===== config.mk =====
export PLATFORM = sky130hd
export DESIGN_NAME = adc_window_alarm_monitor
export DESIGN_NICKNAME = d
export VERILOG_FILES = /design/src/rtl/awam_pkg.sv /design/src/rtl/awam_ctrl.sv /design/src/rtl/awam_datapath.sv /design/src/rtl/adc_window_alarm_monitor.sv
export SDC_FILE = /design/constraint.sdc
export NUM_CORES = 2
export LEC_CHECK = 0
export ABC_AREA = 1
export BUFFER_PORTS_ARGS = -buffer_cell sky130_fd_sc_hd__clkbuf_2
export CAP_MARGIN = 20
export CELL_PAD_IN_SITES_DETAIL_PLACEMENT = 1
export CELL_PAD_IN_SITES_GLOBAL_PLACEMENT = 1
export CORE_ASPECT_RATIO = 2
export CORE_MARGIN = 2
export CORE_UTILIZATION = 49
export DETAILED_ROUTE_END_ITERATION = 8
export MAX_ROUTING_LAYER = met4
export PLACE_DENSITY_LB_ADDON = 0.1
export SLEW_MARGIN = 20
export SYNTH_ARGS = -nofsm -noshare
export SYNTH_HDL_FRONTEND = slang
export SYNTH_HIERARCHICAL = 1
export SYNTH_SLANG_ARGS = --single-unit

===== constraint.sdc =====
create_clock -name clk -period 6.1 [get_ports clk]
set_input_delay 0 -clock clk [delete_from_list [all_inputs] [get_ports clk]]
set_output_delay 0 -clock clk [all_outputs]
set_load 0.03 [all_outputs]

===== src/rtl/awam_pkg.sv =====
// Shared types and constants for the ADC window alarm monitor.
package awam_pkg;

    // Fixed field widths of the transaction payloads
    localparam int unsigned CHANNEL_FIELD_W = 4;
    localparam int unsigned VALUE_FIELD_W   = 12;
    localparam int unsigned VALUE_EXT_W     = 16;
    localparam int unsigned REF_W           = 16;
    localparam int unsigned VOLTAGE_W       = 16;
    localparam int unsigned MSG_W           = 17;
    localparam int unsigned MSG_ANY_BIT     = 16;

    localparam logic [REF_W-1:0] REF_RESET = 16'd1200;

    // Item kinds
    typedef enum logic [1:0] {
        KIND_SAMPLE       = 2'd0,
        KIND_SET_LIMITS   = 2'd1,
        KIND_READ_VOLTAGE = 2'd2,
        KIND_READ_ALARMS  = 2'd3
    } kind_t;

    typedef struct packed {
        kind_t                      kind;
        logic [CHANNEL_FIELD_W-1:0] channel;
        logic [VALUE_FIELD_W-1:0]   sample_value;
        logic [VALUE_FIELD_W-1:0]   upper_limit;
        logic [VALUE_FIELD_W-1:0]   lower_bound;
    } item_t;

    typedef struct packed {
        logic                 status;
        logic [VOLTAGE_W-1:0] voltage;
        logic [MSG_W-1:0]     alarm_message;
        logic                 irq;
    } result_t;

    // Controller to datapath commands
    typedef struct packed {
        logic load;
        logic fetch;
        logic commit;
    } cmd_t;

endpackage


===== src/rtl/awam_ctrl.sv =====
// Sequencing controller: accepts a transaction and steps it through fetch and commit.
module awam_ctrl
    import awam_pkg::*;
(
    input  logic clk,
    input  logic rst_n,
    input  logic start,
    output logic busy,
    output logic done,
    output cmd_t cmd
);

    typedef enum logic [1:0] {
        ST_IDLE,
        ST_FETCH,
        ST_COMMIT
    } state_t;

    state_t state_reg;
    logic   busy_reg;
    logic   done_reg;

    // State and registered handshake outputs
    always_ff @(posedge clk or negedge rst_n)
    begin
        if (!rst_n)
        begin
            state_reg <= ST_IDLE;
            busy_reg  <= 1'b0;
            done_reg  <= 1'b0;
        end
        else
        begin
            done_reg <= 1'b0;
            case (state_reg)
                ST_IDLE:
                begin
                    if (start)
                    begin
                        state_reg <= ST_FETCH;
                        busy_reg  <= 1'b1;
                    end
                end
                ST_FETCH:
                begin
                    state_reg <= ST_COMMIT;
                end
                ST_COMMIT:
                begin
                    state_reg <= ST_IDLE;
                    busy_reg  <= 1'b0;
                    done_reg  <= 1'b1;
                end
                default:
                begin
                    state_reg <= ST_IDLE;
                    busy_reg  <= 1'b0;
                end
            endcase
        end
    end

    // Datapath commands decoded from state and the start handshake
    always_comb
    begin
        cmd.load   = start && !busy_reg;
        cmd.fetch  = (state_reg == ST_FETCH);
        cmd.commit = (state_reg == ST_COMMIT);
    end

    assign busy = busy_reg;
    assign done = done_reg;

endmodule


===== src/rtl/awam_datapath.sv =====
// Datapath: channel tables, alarm status, window compare and voltage scaling.
module awam_datapath
    import awam_pkg::*;
#(
    parameter int unsigned CHANNEL_COUNT      = 16,
    parameter int unsigned CHANNELS_PER_GROUP = 8,
    parameter int unsigned SAMPLE_BITS        = 12
)
(
    input  logic             clk,
    input  logic             rst_n,
    input  cmd_t             cmd,
    input  item_t            item,
    input  logic             cfg_we,
    input  logic [REF_W-1:0] cfg_data,
    output result_t          result
);

    localparam int unsigned GROUP_COUNT =
        (CHANNEL_COUNT + CHANNELS_PER_GROUP - 1) / CHANNELS_PER_GROUP;
    localparam int unsigned PROD_W = SAMPLE_BITS + REF_W;

    // Latched transaction and configuration
    item_t            item_reg;
    logic [REF_W-1:0] ref_reg;

    // Per-channel tables and per-group alarm state
    logic [SAMPLE_BITS-1:0]   upper_reg  [CHANNEL_COUNT];
    logic [SAMPLE_BITS-1:0]   upper_next [CHANNEL_COUNT];
    logic [SAMPLE_BITS-1:0]   lower_reg  [CHANNEL_COUNT];
    logic [SAMPLE_BITS-1:0]   lower_next [CHANNEL_COUNT];
    logic [SAMPLE_BITS-1:0]   sample_reg [CHANNEL_COUNT];
    logic [SAMPLE_BITS-1:0]   sample_next[CHANNEL_COUNT];
    logic [CHANNEL_COUNT-1:0] chan_alarm_reg;
    logic [CHANNEL_COUNT-1:0] chan_alarm_next;
    logic [GROUP_COUNT-1:0]   group_any_reg;
    logic [GROUP_COUNT-1:0]   group_any_next;
    logic [GROUP_COUNT-1:0]   armed_reg;
    logic [GROUP_COUNT-1:0]   armed_next;

    // Fetch stage
    logic [CHANNEL_COUNT-1:0] hit;
    logic [GROUP_COUNT-1:0]   grp_hit;
    logic [SAMPLE_BITS-1:0]   rd_upper;
    logic [SAMPLE_BITS-1:0]   rd_lower;
    logic [SAMPLE_BITS-1:0]   rd_sample;
    logic [CHANNEL_COUNT-1:0] hit_reg;
    logic [GROUP_COUNT-1:0]   grp_hit_reg;
    logic [SAMPLE_BITS-1:0]   rd_upper_reg;
    logic [SAMPLE_BITS-1:0]   rd_lower_reg;
    logic [SAMPLE_BITS-1:0]   rd_sample_reg;
    logic                     rd_armed_reg;

    // Commit stage
    logic [CHANNEL_COUNT-1:0] chan_grp_sel;
    logic [VALUE_EXT_W-1:0]   sample_ext;
    logic [VALUE_EXT_W-1:0]   upper_ext;
    logic [VALUE_EXT_W-1:0]   lower_ext;
    logic [SAMPLE_BITS-1:0]   new_sample;
    logic [SAMPLE_BITS-1:0]   new_upper;
    logic [SAMPLE_BITS-1:0]   new_lower;
    logic                     chan_valid;
    logic                     alarm;
    logic                     limits_bad;
    logic [PROD_W-1:0]        prod;
    result_t                  result_reg;
    result_t                  result_next;

    // One-hot channel decode; channels beyond the table never hit
    always_comb
    begin
        for (int c = 0; c < CHANNEL_COUNT; c++)
        begin
            hit[c] = (item_reg.channel == CHANNEL_FIELD_W'(c));
        end
    end

    // Group decode and group membership of every channel
    for (genvar g = 0; g < GROUP_COUNT; g++)
    begin : g_grp
        localparam int unsigned LO = g * CHANNELS_PER_GROUP;
        localparam int unsigned HI = (LO + CHANNELS_PER_GROUP < CHANNEL_COUNT) ?
                                     LO + CHANNELS_PER_GROUP : CHANNEL_COUNT;
        assign grp_hit[g] = |hit[HI-1:LO];
    end

    for (genvar c = 0; c < CHANNEL_COUNT; c++)
    begin : g_chan
        localparam int unsigned GRP = c / CHANNELS_PER_GROUP;
        assign chan_grp_sel[c] = grp_hit_reg[GRP];
    end

    // Table read through an and-or mux on the one-hot channel
    always_comb
    begin
        rd_upper  = '0;
        rd_lower  = '0;
        rd_sample = '0;
        for (int c = 0; c < CHANNEL_COUNT; c++)
        begin
            if (hit[c])
            begin
                rd_upper  = rd_upper | upper_reg[c];
                rd_lower  = rd_lower | lower_reg[c];
                rd_sample = rd_sample | sample_reg[c];
            end
        end
    end

    // Incoming values taken in their low SAMPLE_BITS bits
    always_comb
    begin
        sample_ext = VALUE_EXT_W'(item_reg.sample_value);
        upper_ext  = VALUE_EXT_W'(item_reg.upper_limit);
        lower_ext  = VALUE_EXT_W'(item_reg.lower_bound);
        new_sample = sample_ext[SAMPLE_BITS-1:0];
        new_upper  = upper_ext[SAMPLE_BITS-1:0];
        new_lower  = lower_ext[SAMPLE_BITS-1:0];
    end

    assign chan_valid = |hit_reg;
    assign alarm      = chan_valid && rd_armed_reg &&
                        ((new_sample > rd_upper_reg) || (new_sample < rd_lower_reg));
    assign limits_bad = !chan_valid || (new_upper <= new_lower);
    assign prod       = PROD_W'(rd_sample_reg) * PROD_W'(ref_reg);

    // Commit: state update and result for the transaction
    always_comb
    begin
        upper_next      = upper_reg;
        lower_next      = lower_reg;
        sample_next     = sample_reg;
        chan_alarm_next = chan_alarm_reg;
        group_any_next  = group_any_reg;
        armed_next      = armed_reg;
        result_next     = '0;
        case (item_reg.kind)
            KIND_SAMPLE:
            begin
                for (int c = 0; c < CHANNEL_COUNT; c++)
                begin
                    if (hit_reg[c])
                    begin
                        sample_next[c] = new_sample;
                    end
                end
                if (alarm)
                begin
                    chan_alarm_next = chan_alarm_reg | hit_reg;
                    group_any_next  = group_any_reg | grp_hit_reg;
                    armed_next      = armed_reg & ~grp_hit_reg;
                    result_next.irq = 1'b1;
                end
            end
            KIND_SET_LIMITS:
            begin
                if (limits_bad)
                begin
                    result_next.status = 1'b1;
                end
                else
                begin
                    for (int c = 0; c < CHANNEL_COUNT; c++)
                    begin
                        if (hit_reg[c])
                        begin
                            upper_next[c] = new_upper;
                            lower_next[c] = new_lower;
                        end
                    end
                    chan_alarm_next = chan_alarm_reg & ~chan_grp_sel;
                    group_any_next  = group_any_reg & ~grp_hit_reg;
                    armed_next      = armed_reg | grp_hit_reg;
                end
            end
            KIND_READ_VOLTAGE:
            begin
                // out-of-range channel reads a zero sample, so the product is zero
                result_next.voltage = prod[SAMPLE_BITS +: VOLTAGE_W];
            end
            KIND_READ_ALARMS:
            begin
                for (int c = 0; c < CHANNEL_COUNT; c++)
                begin
                    result_next.alarm_message[c] = chan_alarm_reg[c];
                end
                result_next.alarm_message[MSG_ANY_BIT] = |group_any_reg;
                chan_alarm_next = '0;
                group_any_next  = '0;
            end
            default:
            begin
                result_next = '0;
            end
        endcase
    end

    // Architectural state
    always_ff @(posedge clk or negedge rst_n)
    begin
        if (!rst_n)
        begin
            ref_reg        <= REF_RESET;
            chan_alarm_reg <= '0;
            group_any_reg  <= '0;
            armed_reg      <= '0;
            for (int c = 0; c < CHANNEL_COUNT; c++)
            begin
                upper_reg[c]  <= '1;
                lower_reg[c]  <= '0;
                sample_reg[c] <= '0;
            end
        end
        else
        begin
            if (cfg_we)
            begin
                ref_reg <= cfg_data;
            end
            if (cmd.commit)
            begin
                upper_reg      <= upper_next;
                lower_reg      <= lower_next;
                sample_reg     <= sample_next;
                chan_alarm_reg <= chan_alarm_next;
                group_any_reg  <= group_any_next;
                armed_reg      <= armed_next;
            end
        end
    end

    // Payload pipeline registers
    always_ff @(posedge clk)
    begin
        if (cmd.load)
        begin
            item_reg <= item;
        end
        if (cmd.fetch)
        begin
            hit_reg       <= hit;
            grp_hit_reg   <= grp_hit;
            rd_upper_reg  <= rd_upper;
            rd_lower_reg  <= rd_lower;
            rd_sample_reg <= rd_sample;
            rd_armed_reg  <= |(grp_hit & armed_reg);
        end
        if (cmd.commit)
        begin
            result_reg <= result_next;
        end
    end

    assign result = result_reg;

endmodule


===== src/rtl/adc_window_alarm_monitor.sv =====
// Top level of the ADC window alarm monitor: controller, datapath and checks.
//
// Usage:
//   Command channel: drive item and raise start; the transaction is taken at
//   a rising edge with start high and busy low. busy then stays high through
//   the table fetch and then the commit of state and result.
//   Result channel: done pulses for one cycle with result valid; the result
//   register holds its value until the next commit, but the receiver must
//   take it in the done cycle since it cannot hold results off.
//   Sequence: done is registered as the controller leaves commit, and no new
//   transaction is taken while busy; a new start may be taken in the same
//   cycle that done is shown. This pacing is set by the fetch/commit
//   sequence of the controller around the channel tables.
//   Configuration: cfg_data is written to the reference register at an edge
//   with cfg_valid and cfg_ready high; cfg_ready is high whenever idle and
//   start is low, so a write never overlaps a transaction.
//   Reset: limits open (upper all ones, lower zero), samples zero, alarm
//   status clear, both groups disarmed, reference 1200 mV.
module adc_window_alarm_monitor
    import awam_pkg::*;
#(
    parameter int unsigned CHANNEL_COUNT      = 16,
    parameter int unsigned CHANNELS_PER_GROUP = 8,
    parameter int unsigned SAMPLE_BITS        = 12
)
(
    input  logic             clk,
    input  logic             rst_n,
    input  logic             start,
    output logic             busy,
    input  item_t            item,
    output logic             done,
    output result_t          result,
    input  logic             cfg_valid,
    output logic             cfg_ready,
    input  logic [REF_W-1:0] cfg_data
);

    cmd_t cmd;
    logic cfg_we;

    // Configuration write qualifier
    assign cfg_ready = !busy && !start;
    assign cfg_we    = cfg_valid && cfg_ready;

    awam_ctrl u_ctrl (
        .clk   (clk),
        .rst_n (rst_n),
        .start (start),
        .busy  (busy),
        .done  (done),
        .cmd   (cmd)
    );

    awam_datapath #(
        .CHANNEL_COUNT      (CHANNEL_COUNT),
        .CHANNELS_PER_GROUP (CHANNELS_PER_GROUP),
        .SAMPLE_BITS        (SAMPLE_BITS)
    ) u_datapath (
        .clk      (clk),
        .rst_n    (rst_n),
        .cmd      (cmd),
        .item     (item),
        .cfg_we   (cfg_we),
        .cfg_data (cfg_data),
        .result   (result)
    );

    // Every accepted transaction is followed by its result strobe
    assert property (@(posedge clk) disable iff (!rst_n)
        (start && !busy) |-> ##3 done)
        else $error("result strobe missing after accepted transaction");

    // Result strobe lasts one cycle and only while idle
    assert property (@(posedge clk) disable iff (!rst_n)
        done |-> (!busy && !cmd.fetch && !cmd.commit))
        else $error("result strobe while a transaction is in flight");

    assert property (@(posedge clk) disable iff (!rst_n)
        done |=> !done)
        else $error("result strobe longer than one cycle");

    // Commit always follows a fetch of the same transaction
    assert property (@(posedge clk) disable iff (!rst_n)
        cmd.commit |-> $past(cmd.fetch))
        else $error("commit without preceding fetch");

endmodule


==> flow_summary.toml <==
[yosys]
synthesis.area_sq_um = 38600
syn-num-nets = 4493
ys_ff_latch = 748
synth.distinct_cells = 48
synth_edf_count = 132
yosysTopAreaCellShare = 0.272
yosysTopAreaCell = "dfrtp_1"
async_flop_share = 0.824
syn_area_per_cell_sq_um = 9.20
synth_top_flop_cell = "dfrtp_1"
yosysWarningCount = 6
synthCells = 4191
yosysSeqAreaShare = 0.509
synth_area_leaders = "dfrtp_1 (27%), dfstp_2 (13%), nand2_1 (11%), edfxtp_1 (10%), fa_1 (7.2%)"

[clock_tree]
cts_htree_levels = 3
cts_root_buf = "clkbuf_16"
post_cts_buffers = 0
cts_num_sinks = 748
numCtsBuffers = 72
clock_latency_ps = 670
path_clk_slew_ps = 60
cts_buffer_depth = 3
cts_tree = "done"

[outcome]
status = "complete, no violations"

[cells_and_area]
seq_area_sq_um = 19600
final_cell_mix = "nand2_1 (1,164), inv_1 (566), o21ai_0 (458), dfrtp_1 (420), dfstp_2 (196)"
synthToLayoutAreaGrowth_pct = 11.4
drive_gt1_frac = 0.125
fin_nets = 4549
layout_commonest_cell = "nand2_1"
multiInputGateArea_sq_um = 15700
nFillCells = 8842

[die]
core_region_area_sq_um = 78000
ios = 100
fp.dieW_um = 202
fp-row-count = 145
initial_utilization = 0.494
die-area_sq_um = 81100
dieHeight_um = 401

[setup_path]
crit_top_cell = "fa_1"
r2r_cells = 18
worstPathCellList = "nand2_1, fa_1, inv_1, fa_1, inv_1, fa_1, inv_1, fa_1, fa_1, ha_1, nand2_1, inv_1, a21oi_1, o21ai_0, nand2_1, nand3_1, o21ai_0, a21oi_1"
crit_required_ps = 6490
cp_top_family = "adder cells"
slowest_stage = "dfstp_2"
regToRegSetupSlack_ps = 530
path_class = "flop to flop"
critical_path.startpoint_type = "flop"
slowest_delay_ps = 720
worstPathMaxFanout = 13
r2r_start = "u_datapath/ref_reg[7]$_DFFE_PN1P_"
worst-endpoint-arrival_ps = 5960
crit_path_end_kind = "flop"
r2r-end = "u_datapath/result[29]$_SDFFCE_PP0P_"
cp.buffers_inverters = 4

[global_route]
gr-total-overflow = 0
grt_start_max_net_pins = 150
grt_pass1_wl_um = 212000
grt_usage = 0.369
grt_pass1_vias = 33700
antenna_found_initial = 2

[sta]
fmax_ghz = 0.180
rsz0062_at_grt = "false"
worst_pin_slew_ps = 1170
hold_viol = 0
relSlewSlack = 0.219
fin_skew_ps = 20.0
fin_crit_sh = 0.912
tns_ps = 0
drv_slew = 0
period_minus_slack_ps = 5570
finalSetupViolCount = 0

[routing]
ant_nets = 0
vias = 31200
drc = 0
dr.pass1.iters = 5
first_iter_violations = 1799
wl_per_cell_um = 26.7
viasPerCell = 5.85
wl_um = 143000

[min_path]
hold_class = "input port to asynchronous set/reset pin"

[run]
maxCapViolations = 0

[place]
place_hpwl_um = 97100
place.gp.congestion = 0.934
portBuffers = 99
[worst register-to-register path, cell delays in order, from the launching register on]
cell     delay, ps
dfstp_2        720
nand2_1        130
fa_1           560
inv_1           60
fa_1           580
inv_1           80
fa_1           540
inv_1           50
fa_1           500
fa_1           440
ha_1           330
nand2_1        220
inv_1           70
a21oi_1        380
o21ai_0        190
nand2_1         90
nand3_1        120
o21ai_0        190
a21oi_1         60
[metrics by stage]
step	setup slack (ps)	hold slack (ps)	area (sq um)	cells	utilization
2_1_floorplan	1120	-296	38600	4191	-
5_1_grt	273	42.5	43000	5338	0.551
3_5_place_dp	647	172	39900	5128	0.512
3_3_place_gp	667	168	39900	5128	0.512
4_1_cts	622	5.78	42900	5335	0.550
6_report	535	6.29	43000	5338	0.551
[logic make-up (layout without fill, tap and decap cells)]
family,Yosys count,in the layout,share of synthesized area
AND/OR/NAND/NOR,1396,1396,0.147
adder cells (fa/ha/maj),240,240,0.105
multiplexers,16,16,0.00467
XOR/XNOR,2,2,0.000454
AO/OA/AOI/OAI,948,948,0.148
flip-flops,748,748,0.509
buffers and inverters,841,957,0.0868
other,0,2,0
[synthesized netlist by cell type (67+ instances only)]
master,n
o22ai_1,99
fa_1,139
dfstp_2,196
o21ai_0,458
a221oi_1,90
dfrtp_1,420
edfxtp_1,132
nand2_1,1167
o21a_1,106
inv_1,568
ha_1,101
a21oi_1,67
nor2_1,75
clkbuf_1,170
[layer usage]
layer | vias up | GRT usage | share of wire | wire (um)
met4 | 0 | 0.279 | 0.092 | 13200
met5 | - | - | 0 | 0
met2 | 1015 | 0.670 | 0.54 | 76800
li1 | 13700 | - | - | -
met1 | 15900 | 0.347 | 0.32 | 46100
met3 | 577 | 0.0497 | 0.047 | 6680
[how the worst max path moves through the flow]
stage                                          startpoint                                   to  depth (start not counted)
global placement        u_datapath/ref_reg[7]$_DFFE_PN1P_  u_datapath/result[21]$_SDFFCE_PP0P_                         16
floorplan           u_datapath/rd_sample_reg[3]$_DFFE_PP_  u_datapath/result[33]$_SDFFCE_PP0P_                         24
CTS                 u_datapath/rd_sample_reg[5]$_DFFE_PP_  u_datapath/result[29]$_SDFFCE_PP0P_                         18
finish                  u_datapath/ref_reg[7]$_DFFE_PN1P_  u_datapath/result[29]$_SDFFCE_PP0P_                         18
detailed placement  u_datapath/rd_sample_reg[5]$_DFFE_PP_  u_datapath/result[29]$_SDFFCE_PP0P_                         18
global route        u_datapath/rd_sample_reg[4]$_DFFE_PP_  u_datapath/result[33]$_SDFFCE_PP0P_                         21
[area by class of cell]
| cell class | instances | area share |
|---|---|---|
| sequential | 748 | 0.457 |
| clock buffer | 107 | 0.0486 |
| multi-input combinational | 2602 | 0.366 |
| tap | 1029 | 0.0300 |
| inverter | 586 | 0.0512 |
| timing repair buffer | 237 | 0.0426 |
| clock inverter | 27 | 0.00486 |
| antenna | 2 | 0.000117 |
[repair_timing]
item | CTS | global route
resized for setup | 0 | 0
hold buffers | 73 | 0
endpoints found under the hold margin | 169 | 0
Power is not shown: default switching activity piles up to over one toggle a cycle in this logic, so the estimate is an artifact.
